### config.mk
export PLATFORM = sky130hd
export DESIGN_NAME = icm_divider
export DESIGN_NICKNAME = d
export VERILOG_FILES = /design/src/rtl/icm_pkg.sv /design/src/rtl/icm_divider.sv
export SDC_FILE = /design/constraint.sdc
export NUM_CORES = 1
export LEC_CHECK = 0
export BUFFER_PORTS_ARGS = -buffer_cell sky130_fd_sc_hd__buf_2
export CAP_MARGIN = 20
export CORE_MARGIN = 8
export CORE_UTILIZATION = 60
export CTS_BUF_LIST = sky130_fd_sc_hd__clkbuf_2 sky130_fd_sc_hd__clkbuf_4 sky130_fd_sc_hd__clkbuf_8
export DETAILED_ROUTE_END_ITERATION = 8
export PLACE_DENSITY = 0.82
export SYNTH_ARGS = -nofsm -noshare
export SYNTH_HDL_FRONTEND = slang
export SYNTH_SLANG_ARGS = --single-unit
### constraint.sdc
create_clock -name clk -period 6.3 [get_ports clk]
set_clock_uncertainty 0.2 [all_clocks]
set_input_delay 1.26 -clock clk [delete_from_list [all_inputs] [get_ports clk]]
set_output_delay 1.26 -clock clk [all_outputs]
set_load 0.02 [all_outputs]
### src/rtl/icm_pkg.sv
// ----------------------------------------------------------------------------
// icm_pkg
// Shared constants and types for the iteration to color mapper.
// ----------------------------------------------------------------------------
package icm_pkg;

    // Default widths
    localparam int FRACTION_BITS    = 16;
    localparam int PIXEL_INDEX_BITS = 22;
    localparam int COUNT_W          = 16;

    // Register file layout
    localparam int APB_ADDR_W = 5;
    localparam int APB_DATA_W = 32;
    localparam int REG_IDX_W  = 3;

    typedef enum logic [REG_IDX_W-1:0] {
        REG_MAX_ITER  = 3'd0,
        REG_OPTIONS   = 3'd1,
        REG_MODE      = 3'd2,
        REG_HUE_BASE  = 3'd3,
        REG_HUE_SPAN  = 3'd4
    } reg_idx_t;

    // both upper codes produce no output
    typedef enum logic [1:0] {
        MODE_HSV      = 2'd0,
        MODE_GRAY     = 2'd1,
        MODE_NONE     = 2'd2,
        MODE_NONE_ALT = 2'd3
    } color_mode_t;

    // Option bit positions
    localparam int OPT_INVERT = 0;
    localparam int OPT_SQUARE = 1;
    localparam int OPT_SQRT   = 2;
    localparam int OPT_STRIPE = 4;

    // Register widths and reset values
    localparam int OPT_W       = 5;
    localparam int HUE_BASE_W  = 9;
    localparam int HUE_SPAN_W  = 10;
    localparam logic [COUNT_W-1:0]    MAX_ITER_RST = 16'd64;
    localparam logic [HUE_SPAN_W-1:0] HUE_SPAN_RST = 10'd360;

    // Hue constants
    localparam int HUE_DEG_W     = 11;
    localparam int DEG_FULL      = 360;
    localparam int DEG_SECTOR    = 60;
    // floor(d/60) == (d*4370)>>18 for every d below 2^11
    localparam int SECTOR_RECIP  = 4370;
    localparam int SECTOR_SHIFT  = 18;
    localparam int CHAN_W        = 8;
    localparam logic [CHAN_W-1:0] CHAN_MAX = 8'd255;

endpackage

### src/rtl/icm_divider.sv
// ----------------------------------------------------------------------------
// icm_divider
// Pipelined restoring divider: quot = (dividend << F) / divisor, one
// quotient bit per stage. Requires dividend <= divisor.
// ----------------------------------------------------------------------------
module icm_divider #(
    parameter int FRACTION_BITS = icm_pkg::FRACTION_BITS,
    parameter int TAG_W         = icm_pkg::PIXEL_INDEX_BITS
) (
    input  logic                          clk,
    input  logic                          rst_n,
    input  logic                          adv,
    input  logic                          in_valid,
    input  logic [icm_pkg::COUNT_W-1:0]   dividend,
    input  logic [icm_pkg::COUNT_W-1:0]   divisor,
    input  logic [TAG_W-1:0]              in_tag,
    output logic                          out_valid,
    output logic [FRACTION_BITS:0]        quot,
    output logic [TAG_W-1:0]              out_tag
);
    localparam int TW     = FRACTION_BITS + 1;
    localparam int STAGES = TW;
    localparam int CW     = icm_pkg::COUNT_W;

    logic [CW-1:0]    rem_reg   [STAGES];
    logic [TW-1:0]    quot_reg  [STAGES];
    logic [TAG_W-1:0] tag_reg   [STAGES];
    logic             valid_reg [STAGES];

    for (genvar k = 0; k < STAGES; k++) begin : g_stage
        logic [CW:0]      rem_in;
        logic [TW-1:0]    quot_in;
        logic [TAG_W-1:0] tag_in;
        logic             valid_in;
        logic [CW:0]      diff;
        logic             ge;

        if (k == 0) begin : g_first
            assign rem_in   = {1'b0, dividend};
            assign quot_in  = '0;
            assign tag_in   = in_tag;
            assign valid_in = in_valid;
        end
        else begin : g_next
            assign rem_in   = {rem_reg[k-1], 1'b0};
            assign quot_in  = quot_reg[k-1];
            assign tag_in   = tag_reg[k-1];
            assign valid_in = valid_reg[k-1];
        end

        // compare and subtract for this quotient bit
        assign ge   = rem_in >= {1'b0, divisor};
        assign diff = rem_in - {1'b0, divisor};

        always_ff @(posedge clk or negedge rst_n)
        begin
            if (!rst_n)
                valid_reg[k] <= 1'b0;
            else if (adv)
                valid_reg[k] <= valid_in;
        end

        always_ff @(posedge clk)
        begin
            if (adv)
            begin
                rem_reg[k]  <= ge ? diff[CW-1:0] : rem_in[CW-1:0];
                quot_reg[k] <= {quot_in[TW-2:0], ge};
                tag_reg[k]  <= tag_in;
            end
        end
    end

    assign out_valid = valid_reg[STAGES-1];
    assign quot      = quot_reg[STAGES-1];
    assign out_tag   = tag_reg[STAGES-1];

endmodule

==> impl_metrics.json <==
{
  "fin_crit_sh_pct": 72.43,
  "fin_ws_ns": 1.737,
  "track_usage_pct": 22.05,
  "syn_inst": 2812,
  "syn_to_final_growth_pct": 11.36,
  "grt_pass1_wl_um": 128200,
  "pre_cts_slack_ns": 1.050,
  "synth_nets": 3157,
  "p_clk_share_pct": 21.4,
  "stdcell_area_um2": 43190,
  "critPathArrivalTime_ns": 4.86,
  "place_inst": 3767,
  "power_density_nw_per_um2": 488.8,
  "max_slew_margin_pct": 32.06,
  "hold_viol": 0,
  "whs_ns": 0.1874,
  "num_rows": 93,
  "rsz0062_at_grt": "no",
  "gp_congestion": 0.8807,
  "place_area_um2": 40520,
  "finalSetupViolCount": 0,
  "die_h_um": 270.2,
  "nets": 3394,
  "yosysTopAreaCellShare_pct": 60.63,
  "combPwrFrac_pct": 39.3,
  "status": "completed",
  "cts_tree": "yes",
  "routed_wl_um": 81750,
  "die_w_um": 270.2,
  "worst_path_max_delay_cell": "o31ai_4",
  "yosysWarnings": 0,
  "leakagePower_nw": 16.43,
  "p_sw_mw": 7.242,
  "fillCellCount": 4478,
  "yosysSeqAreaShare_pct": 61.72,
  "numCtsBuffers": 133,
  "maxCapViolCount": 0,
  "ctsHoldBuffers": 0,
  "overflow": 0,
  "grt_pass1_vias": 24141,
  "p_seq_share_pct": 39.3,
  "crit_fanout": 21,
  "synth_commonest_cells": "edfxtp_1, ha_1, nor2_1",
  "dr.pass1.iters": 5,
  "path_cells": "buf_2 > inv_1 > buf_4 > ha_1 > nand4_1 > nor3_1 > a2111oi_0 > inv_1 > o31ai_4 > inv_2 > mux2_2",
  "endpoint_kind": "register",
  "place_hpwl_um": 56460,
  "worst_slew_pin_slew_ns": 0.9935,
  "synth_cell_type_count": 82,
  "async_reset_ff_share_pct": 2.125,
  "synth-edff-count": 783,
  "start_util_pct": 60.38,
  "final_antenna_net_count": 0,
  "synth_seq_cells": 800,
  "finalPower_mw": 21.11,
  "cts_root_buf": "clkbuf_8",
  "p_sw_share_pct": 34.30,
  "largest_reg_flops": 374,
  "ios": 98,
  "post-synth-top-count-cell": "edfxtp_1",
  "p_int_mw": 13.87,
  "cp_common_cell": "inv_1",
  "yosys_most_used_dff": "edfxtp_1",
  "core-area_um2": 64230,
  "cts.clk_slew.worst_paths_ns": 0.06,
  "synth_area_um2": 38780,
  "grt_antenna_before_repair": 2,
  "finalCoreUtilization_pct": 67.24,
  "critical_path_class": "in -> reg",
  "cts_sinks": 800,
  "ir_worst_vdd_v": 0.0003052,
  "fmax_mhz": 219.1,
  "fin_crit_ns": 4.563,
  "postSynthAreaPerCell_um2": 13.79,
  "setup_tns_ns": 0,
  "drv_slew": 0,
  "dieArea_um2": 73030,
  "netlist_top_cells_area": "edfxtp_1, ha_1, mux2_2",
  "yosys.area.top_type": "edfxtp_1",
  "drt_iter0_markers": 2050,
  "critPathRequiredTime_ns": 6.60,
  "vias": 23813,
  "post_cts_buffers": 0,
  "hold_path.class": "in -> async",
  "start_kind": "input port",
  "insertion_delay_ns": 0.78,
  "slowest_delay_ns": 0.75,
  "drcViolationCount": 0,
  "post_drt_wl_per_cell_um": 20.43,
  "cts.path.max_buffers": 3,
  "post_cts_resize_count": 0,
  "drt-vias-per-instance": 5.950,
  "grt_max_degree": 165,
  "final_cells": 4002,
  "drive_gt1_share_pct": 17.48,
  "h-tree-depth": 4,
  "port_buffers": 97
}
kinds of logic after synthesis:
family	share of synthesized area (%)
adder cells (fa/ha/maj)	9.569
XOR/XNOR	3.726
AND/OR/NAND/NOR	7.811
AO/OA/AOI/OAI	10.88
buffers and inverters	1.423
multiplexers	4.868
flip-flops	61.72
power by group through the flow:
stage,logic (mW),clock network [mW],registers (mW)
floorplan,6.47,0,8.02
global placement,7.76,0,8.33
detailed placement,8.09,0,8.37
CTS,8.17,4.65,8.28
global route,9.16,4.88,8.38
finish,8.29,4.52,8.30
final timing paths:
kind | startpoint | endpoint | slack, ns | cells past startpoint
setup / recovery | divisor[10] | rem_reg[0][55]$_DFFE_PP_ | 1.74 | 11
hold / removal | rst_n | g_stage[10].valid_in$_DFFE_PN0P_ | 0.19 | 1
setup reg to reg | rem_reg[0][197]$_DFFE_PP_ | rem_reg[0][215]$_DFFE_PP_ | 2.69 | 8
hold reg to reg | tag_reg[8][17]$_DFFE_PP_ | tag_reg[9][17]$_DFFE_PP_ | 0.21 | 0
max in group asynchronous | rst_n | g_stage[4].valid_in$_DFFE_PN0P_ | 5.43 | 1
min in group clk | tag_reg[8][17]$_DFFE_PP_ | tag_reg[9][17]$_DFFE_PP_ | 0.21 | 0
cells in the final DEF, fill, tap and decap left out, types with 56 or more instances in the layout:
| master | instances |
|---|---|
| xor2_1 | 60 |
| edfxtp_1 | 783 |
| a21oi_1 | 175 |
| nor2_1 | 211 |
| o21ai_0 | 136 |
| clkbuf_8 | 134 |
| nand2_1 | 133 |
| ha_1 | 271 |
| buf_2 | 96 |
| nor3_1 | 56 |
| inv_1 | 85 |
| mux2_2 | 146 |
| xnor2_1 | 105 |
per-layer routing:
| metal | part of all wire [%] | global-route usage [%] | vias up |
|---|---|---|---|
| met5 | 0 | 0 | - |
| li1 | - | - | 11331 |
| met4 | 3.5 | 9.073 | 0 |
| met3 | 5.2 | 4.080 | 198 |
| met2 | 49 | 36.89 | 777 |
| met1 | 43 | 28.27 | 11507 |
area by class of cell:
type | count | area [µm²] | area share, %
multi-input cells | 1884 | 14310 | 33.13
clock buffers | 177 | 2167 | 5.018
clock inverters | 55 | 474.2 | 1.098
inverters | 90 | 337.8 | 0.7822
flip-flops and latches | 800 | 23940 | 55.43
diodes | 1 | 2.502 | 0.005794
well taps | 855 | 1070 | 2.477
repair buffers | 140 | 892.1 | 2.066
worst max-delay path, delay by kind of cell:
kind	cells	cell delay [ns]
AOI/OAI and AO/OA	2	1.38
adders and majority gates	1	0.33
buffers and inverters	5	1.33
muxes	1	0.30
and+or+nand+nor	2	0.23
(Power assumes the default switching activity.)
