==> config.mk <==
export PLATFORM = sky130hd
export DESIGN_NAME = icm_sqrt
export DESIGN_NICKNAME = d
export VERILOG_FILES = /design/src/rtl/icm_pkg.sv /design/src/rtl/icm_sqrt.sv
export SDC_FILE = /design/constraint.sdc
export NUM_CORES = 1
export LEC_CHECK = 0
export ABC_AREA = 1
export BUFFER_PORTS_ARGS = -buffer_cell sky130_fd_sc_hd__buf_2
export CORE_MARGIN = 2
export CORE_UTILIZATION = 59
export CTS_BUF_LIST = sky130_fd_sc_hd__clkbuf_4 sky130_fd_sc_hd__clkbuf_8
export DETAILED_ROUTE_END_ITERATION = 7
export PLACE_DENSITY = 0.76
export SLEW_MARGIN = 20
export SYNTH_ARGS = -nofsm -noshare
export SYNTH_HDL_FRONTEND = slang
export SYNTH_SLANG_ARGS = --single-unit
==> constraint.sdc <==
create_clock -name clk -period 3.95 [get_ports clk]
set_input_delay 0.79 -clock clk [delete_from_list [all_inputs] [get_ports clk]]
set_output_delay 0.79 -clock clk [all_outputs]
set_load 0.02 [all_outputs]
==> src/rtl/icm_pkg.sv <==
// ----------------------------------------------------------------------------
// icm_pkg
// Shared constants and types for the iteration to color mapper.
// ----------------------------------------------------------------------------
package icm_pkg;

    // Default widths
    localparam int FRACTION_BITS    = 16;
    localparam int PIXEL_INDEX_BITS = 22;
    localparam int COUNT_W          = 16;

    // Register file layout
    localparam int APB_ADDR_W = 5;
    localparam int APB_DATA_W = 32;
    localparam int REG_IDX_W  = 3;

    typedef enum logic [REG_IDX_W-1:0] {
        REG_MAX_ITER  = 3'd0,
        REG_OPTIONS   = 3'd1,
        REG_MODE      = 3'd2,
        REG_HUE_BASE  = 3'd3,
        REG_HUE_SPAN  = 3'd4
    } reg_idx_t;

    // both upper codes produce no output
    typedef enum logic [1:0] {
        MODE_HSV      = 2'd0,
        MODE_GRAY     = 2'd1,
        MODE_NONE     = 2'd2,
        MODE_NONE_ALT = 2'd3
    } color_mode_t;

    // Option bit positions
    localparam int OPT_INVERT = 0;
    localparam int OPT_SQUARE = 1;
    localparam int OPT_SQRT   = 2;
    localparam int OPT_STRIPE = 4;

    // Register widths and reset values
    localparam int OPT_W       = 5;
    localparam int HUE_BASE_W  = 9;
    localparam int HUE_SPAN_W  = 10;
    localparam logic [COUNT_W-1:0]    MAX_ITER_RST = 16'd64;
    localparam logic [HUE_SPAN_W-1:0] HUE_SPAN_RST = 10'd360;

    // Hue constants
    localparam int HUE_DEG_W     = 11;
    localparam int DEG_FULL      = 360;
    localparam int DEG_SECTOR    = 60;
    // floor(d/60) == (d*4370)>>18 for every d below 2^11
    localparam int SECTOR_RECIP  = 4370;
    localparam int SECTOR_SHIFT  = 18;
    localparam int CHAN_W        = 8;
    localparam logic [CHAN_W-1:0] CHAN_MAX = 8'd255;

endpackage

==> src/rtl/icm_sqrt.sv <==
// ----------------------------------------------------------------------------
// icm_sqrt
// Pipelined integer square root of (t << F), one root bit per stage.
// ----------------------------------------------------------------------------
module icm_sqrt #(
    parameter int FRACTION_BITS = icm_pkg::FRACTION_BITS,
    parameter int TAG_W         = icm_pkg::PIXEL_INDEX_BITS
) (
    input  logic                          clk,
    input  logic                          rst_n,
    input  logic                          adv,
    input  logic                          in_valid,
    input  logic [FRACTION_BITS:0]        t_in,
    input  logic [TAG_W-1:0]              in_tag,
    output logic                          out_valid,
    output logic [FRACTION_BITS:0]        root,
    output logic [TAG_W-1:0]              out_tag
);
    localparam int F      = FRACTION_BITS;
    localparam int TW     = F + 1;
    localparam int RW     = 2 * F + 1;
    localparam int XW     = RW + 2;
    localparam int STAGES = TW;

    logic [RW-1:0]    rem_reg   [STAGES];
    logic [TW-1:0]    root_reg  [STAGES];
    logic [TAG_W-1:0] tag_reg   [STAGES];
    logic             valid_reg [STAGES];

    for (genvar j = 0; j < STAGES; j++) begin : g_stage
        localparam int B = F - j;
        logic [RW-1:0]    rem_in;
        logic [TW-1:0]    root_in;
        logic [TAG_W-1:0] tag_in;
        logic             valid_in;
        logic [XW-1:0]    trial;
        logic [XW-1:0]    diff;
        logic             ge;

        if (j == 0) begin : g_first
            assign rem_in   = {t_in, {F{1'b0}}};
            assign root_in  = '0;
            assign tag_in   = in_tag;
            assign valid_in = in_valid;
        end
        else begin : g_next
            assign rem_in   = rem_reg[j-1];
            assign root_in  = root_reg[j-1];
            assign tag_in   = tag_reg[j-1];
            assign valid_in = valid_reg[j-1];
        end

        // (r + 2^B)^2 - r^2 = (r << (B+1)) + 2^(2B)
        assign trial = (XW'(root_in) << (B + 1)) + (XW'(1) << (2 * B));
        assign ge    = XW'(rem_in) >= trial;
        assign diff  = XW'(rem_in) - trial;

        always_ff @(posedge clk or negedge rst_n)
        begin
            if (!rst_n)
                valid_reg[j] <= 1'b0;
            else if (adv)
                valid_reg[j] <= valid_in;
        end

        always_ff @(posedge clk)
        begin
            if (adv)
            begin
                rem_reg[j]  <= ge ? diff[RW-1:0] : rem_in;
                root_reg[j] <= ge ? (root_in | (TW'(1) << B)) : root_in;
                tag_reg[j]  <= tag_in;
            end
        end
    end

    assign out_valid = valid_reg[STAGES-1];
    assign root      = root_reg[STAGES-1];
    assign out_tag   = tag_reg[STAGES-1];

endmodule

==> flow_summary.yaml <==
logic_synthesis:
  synth_cell_types: 53
  yosysTopAreaCell: "edfxtp_1"
  synthArstFlopShare_pct: 1.97
  synth-simple-area-share_pct: 17.9
  synthAdderAreaFrac_pct: 5.10
  synthTopCellsByCount: "1044 x nand2_1, 848 x edfxtp_1, 590 x inv_1"
  yosys.area.top_type_share_pct: 63.4
  muxShareOfSynthArea_pct: 0.0280
  ys_ff_latch: 865
  synth_area_leaders: "edfxtp_1 63%, nand2_1 9.8%, inv_1 5.5%"
  syn_nets: 3971
  synth_compound_area_share_pct: 4.08
  netlist_area_sq_um: 40200
  yosysMostFrequentCell: "nand2_1"
  synthCells: 3769
  synth_edf_count: 848
  synth_area_per_cell_sq_um: 10.7
  synth_top_family_by_area: "simple AND/OR/NAND/NOR gates"
  dominantRegCellSynth: "edfxtp_1"
  ys_seq_area_share_pct: 64.4
  yosysWarnings: 0
  synth_xor_area_share_pct: 2.27
die:
  die_area_sq_um: 70200
  core_sq_um: 67300
  die_x_um: 265
  rows: 95
  io_pins: 83
  die_h_um: 265
  initial_core_util_pct: 59.7
route:
  vias_per_cell: 5.24
  drt_iter0_markers: 2173
  routedWlPerCell_um: 15.6
  drcViolationCount: 0
  wl_um: 77300
  via_count: 25897
  drt-pass1-iter-count: 6
  final_antenna_net_count: 0
grt:
  grt_pass1_vias: 25528
  overflow: 0
  grt_max_degree: 102
  antenna_found_initial: 1
  grt_pass1_wl_um: 126000
  track_usage_pct: 22.7
finish:
  largest_reg_flops: 374
  drive_gt1_share_pct: 9.36
  fillers: 5146
  finalNonFillerCells: 4946
  multiInputGateArea_sq_um: 11800
  register_area_sq_um: 25900
  area_growth_pct: 10.6
  nNetsFinal: 4189
worst_setup_path:
  end_kind: "register"
  worst-path-buf-inv: 2
  worst_setup_path_start_kind: "register"
  slowest_stage: "inv_2"
  rrSetupSlack_ps: 1300
  path_cells: "ha_1 > nand2_1 > inv_1 > nand2_1 > nand2_1 > a21oi_1 > nand2_1 > nand2_1 > nand2_2 > inv_2 > a21oi_1"
  crit_required_ps: 4430
  critPathArrivalTime_ps: 3140
  ff2ff_path_depth: 11
  critPathKind: "register to register"
  critPathMaxStageDelay_ps: 490
  cp_max_fo: 23
  r2r_end: "rem_reg[0][491]"
  worstReg2RegStart: "rem_reg[0][445]"
  cp_common_cell: "nand2_1"
  path_delay_family: "simple AND/OR/NAND/NOR gates"
placed_design:
  numPortBuffers: 82
  place_inst: 4719
  dpl.hpwl_um: 56200
  gp_routability_congestion: 0.916
cts:
  post_cts_resized: 0
  cts_buffers: 138
  cts_max_path_buffers: 3
  clkLatencyLatePin_ps: 800
  ctsRootBufferMaster: "clkbuf_8"
  clock_sinks: 865
  clk_pin_slew_ps: 70
  cts_tree: "yes"
  htree_num_levels: 4
hold_path:
  min-delay-start: "t_in[14]"
  hold_end: "rem_reg[0][30]"
  min_path_type: "input pin to register"
  hold_depth: 1
timing:
  tightest_slew_ps: 1050
  fin_crit_sh_pct: 67.1
  slew_headroom_pct: 30.1
  hold_viol: 0
  setup_viol: 0
  fin_setup_tns_ps: 0
  finClkSkew_ps: 46.0
  rsz0062_at_grt: "false"
  clock.fmax_mhz: 377
  finalCriticalPeriod_ps: 2650
  holdWs_ps: 174
  finalMaxSlewViolations: 0
job:
  cap_violations: 0
status:
  status: "completed"
pwr:
  cellPowerDensity_nw_per_um2: 535
  max-vdd-ir-drop_mv: 0.415
  p_leak_nw: 19.1
-- logic make-up (layout without fill, tap and decap cells) --
logic type               after synthesis  after routing
AO/OA/AOI/OAI                        301            301
adder cells (fa/ha/maj)              159            159
AND/OR/NAND/NOR                     1710           1710
multiplexers                           1              1
flip-flops                           865            865
XOR/XNOR                             104            104
other                                  1              2
buffers and inverters                628            931
-- layer usage --
| metal | vias up | track usage (%) | wire length, um |
|---|---|---|---|
| li1 | 13021 | - | - |
| met4 | 0 | 9.27 | 2610 |
| met3 | 188 | 3.79 | 3890 |
| met5 | - | 0 | 0 |
| met1 | 11937 | 29.6 | 33600 |
| met2 | 751 | 38.0 | 37100 |
-- placed cells by master, fill, tap and decap left out, types with 31 or more instances in the layout --
master	synthesis	final
inv_1	590	590
clkbuf_8	0	140
nor3_1	36	36
edfxtp_1	848	848
nand3_1	211	211
xnor2_1	37	37
buf_2	8	81
nand4_1	53	53
o21ai_0	79	79
nand2_1	1044	1044
xor2_1	67	67
ha_1	151	151
clkbuf_4	0	35
nor2_1	270	270
o21ai_1	34	34
nand3b_1	31	31
a21oi_1	149	149
-- worst reg2reg max path, stage by stage, from the launching register on --
cell and delay, ps:
edfxtp_1 390, ha_1 360, nand2_1 150, inv_1 50, nand2_1 60, nand2_1 70, a21oi_1 160, nand2_1 110
nand2_1 120, nand2_2 310, inv_2 490, a21oi_1 70
-- final cells by class --
class	count	share of cell area (%)
Clock inverter	50	0.988
Multi-Input combinational cell	2276	26.6
Inverter	597	5.06
Antenna cell	1	0.00563
Tap cell	873	2.46
Sequential cell	865	58.3
Timing Repair Buffer	109	1.72
Clock buffer	175	4.93
-- worst max path at each step --
stage	start	endpoint	slack, ps	depth (start not counted)
after floorplan	rem_reg[0][435]	rem_reg[0][484]	1890	12
after global placement	rem_reg[0][444]	rem_reg[0][494]	1360	11
after detailed placement	rem_reg[0][444]	rem_reg[0][494]	1320	11
after CTS	rem_reg[0][445]	rem_reg[0][491]	1310	11
after global routing	rem_reg[0][445]	rem_reg[0][472]	1020	12
final	rem_reg[0][445]	rem_reg[0][491]	1300	11
-- stage by stage --
stage / instance area, sq um / total power, mW / setup WS, ps / utilization (%)
floorplan: 40200 / 15.2 / 1890 / -
global placement: 41800 / 16.5 / 1360 / 62.1
detailed placement: 41800 / 16.6 / 1320 / 62.1
CTS: 44400 / 24.0 / 1310 / 66.0
global route: 44400 / 25.1 / 1020 / 66.0
finish: 44400 / 23.8 / 1300 / 66.0
-- what timing repair did --
| action | CTS | global route |
|---|---|---|
| setup buffers | 0 | 0 |
| hold buffers | 1 | 0 |
| endpoints found under the hold margin | 17 | 0 |
-- where the power goes --
group          switching [mW]  internal [mW]
Combinational            2.90           1.54
Clock                    3.51           3.84
Sequential              0.655           11.4
Note: power is estimated with default switching activity, not from simulation.
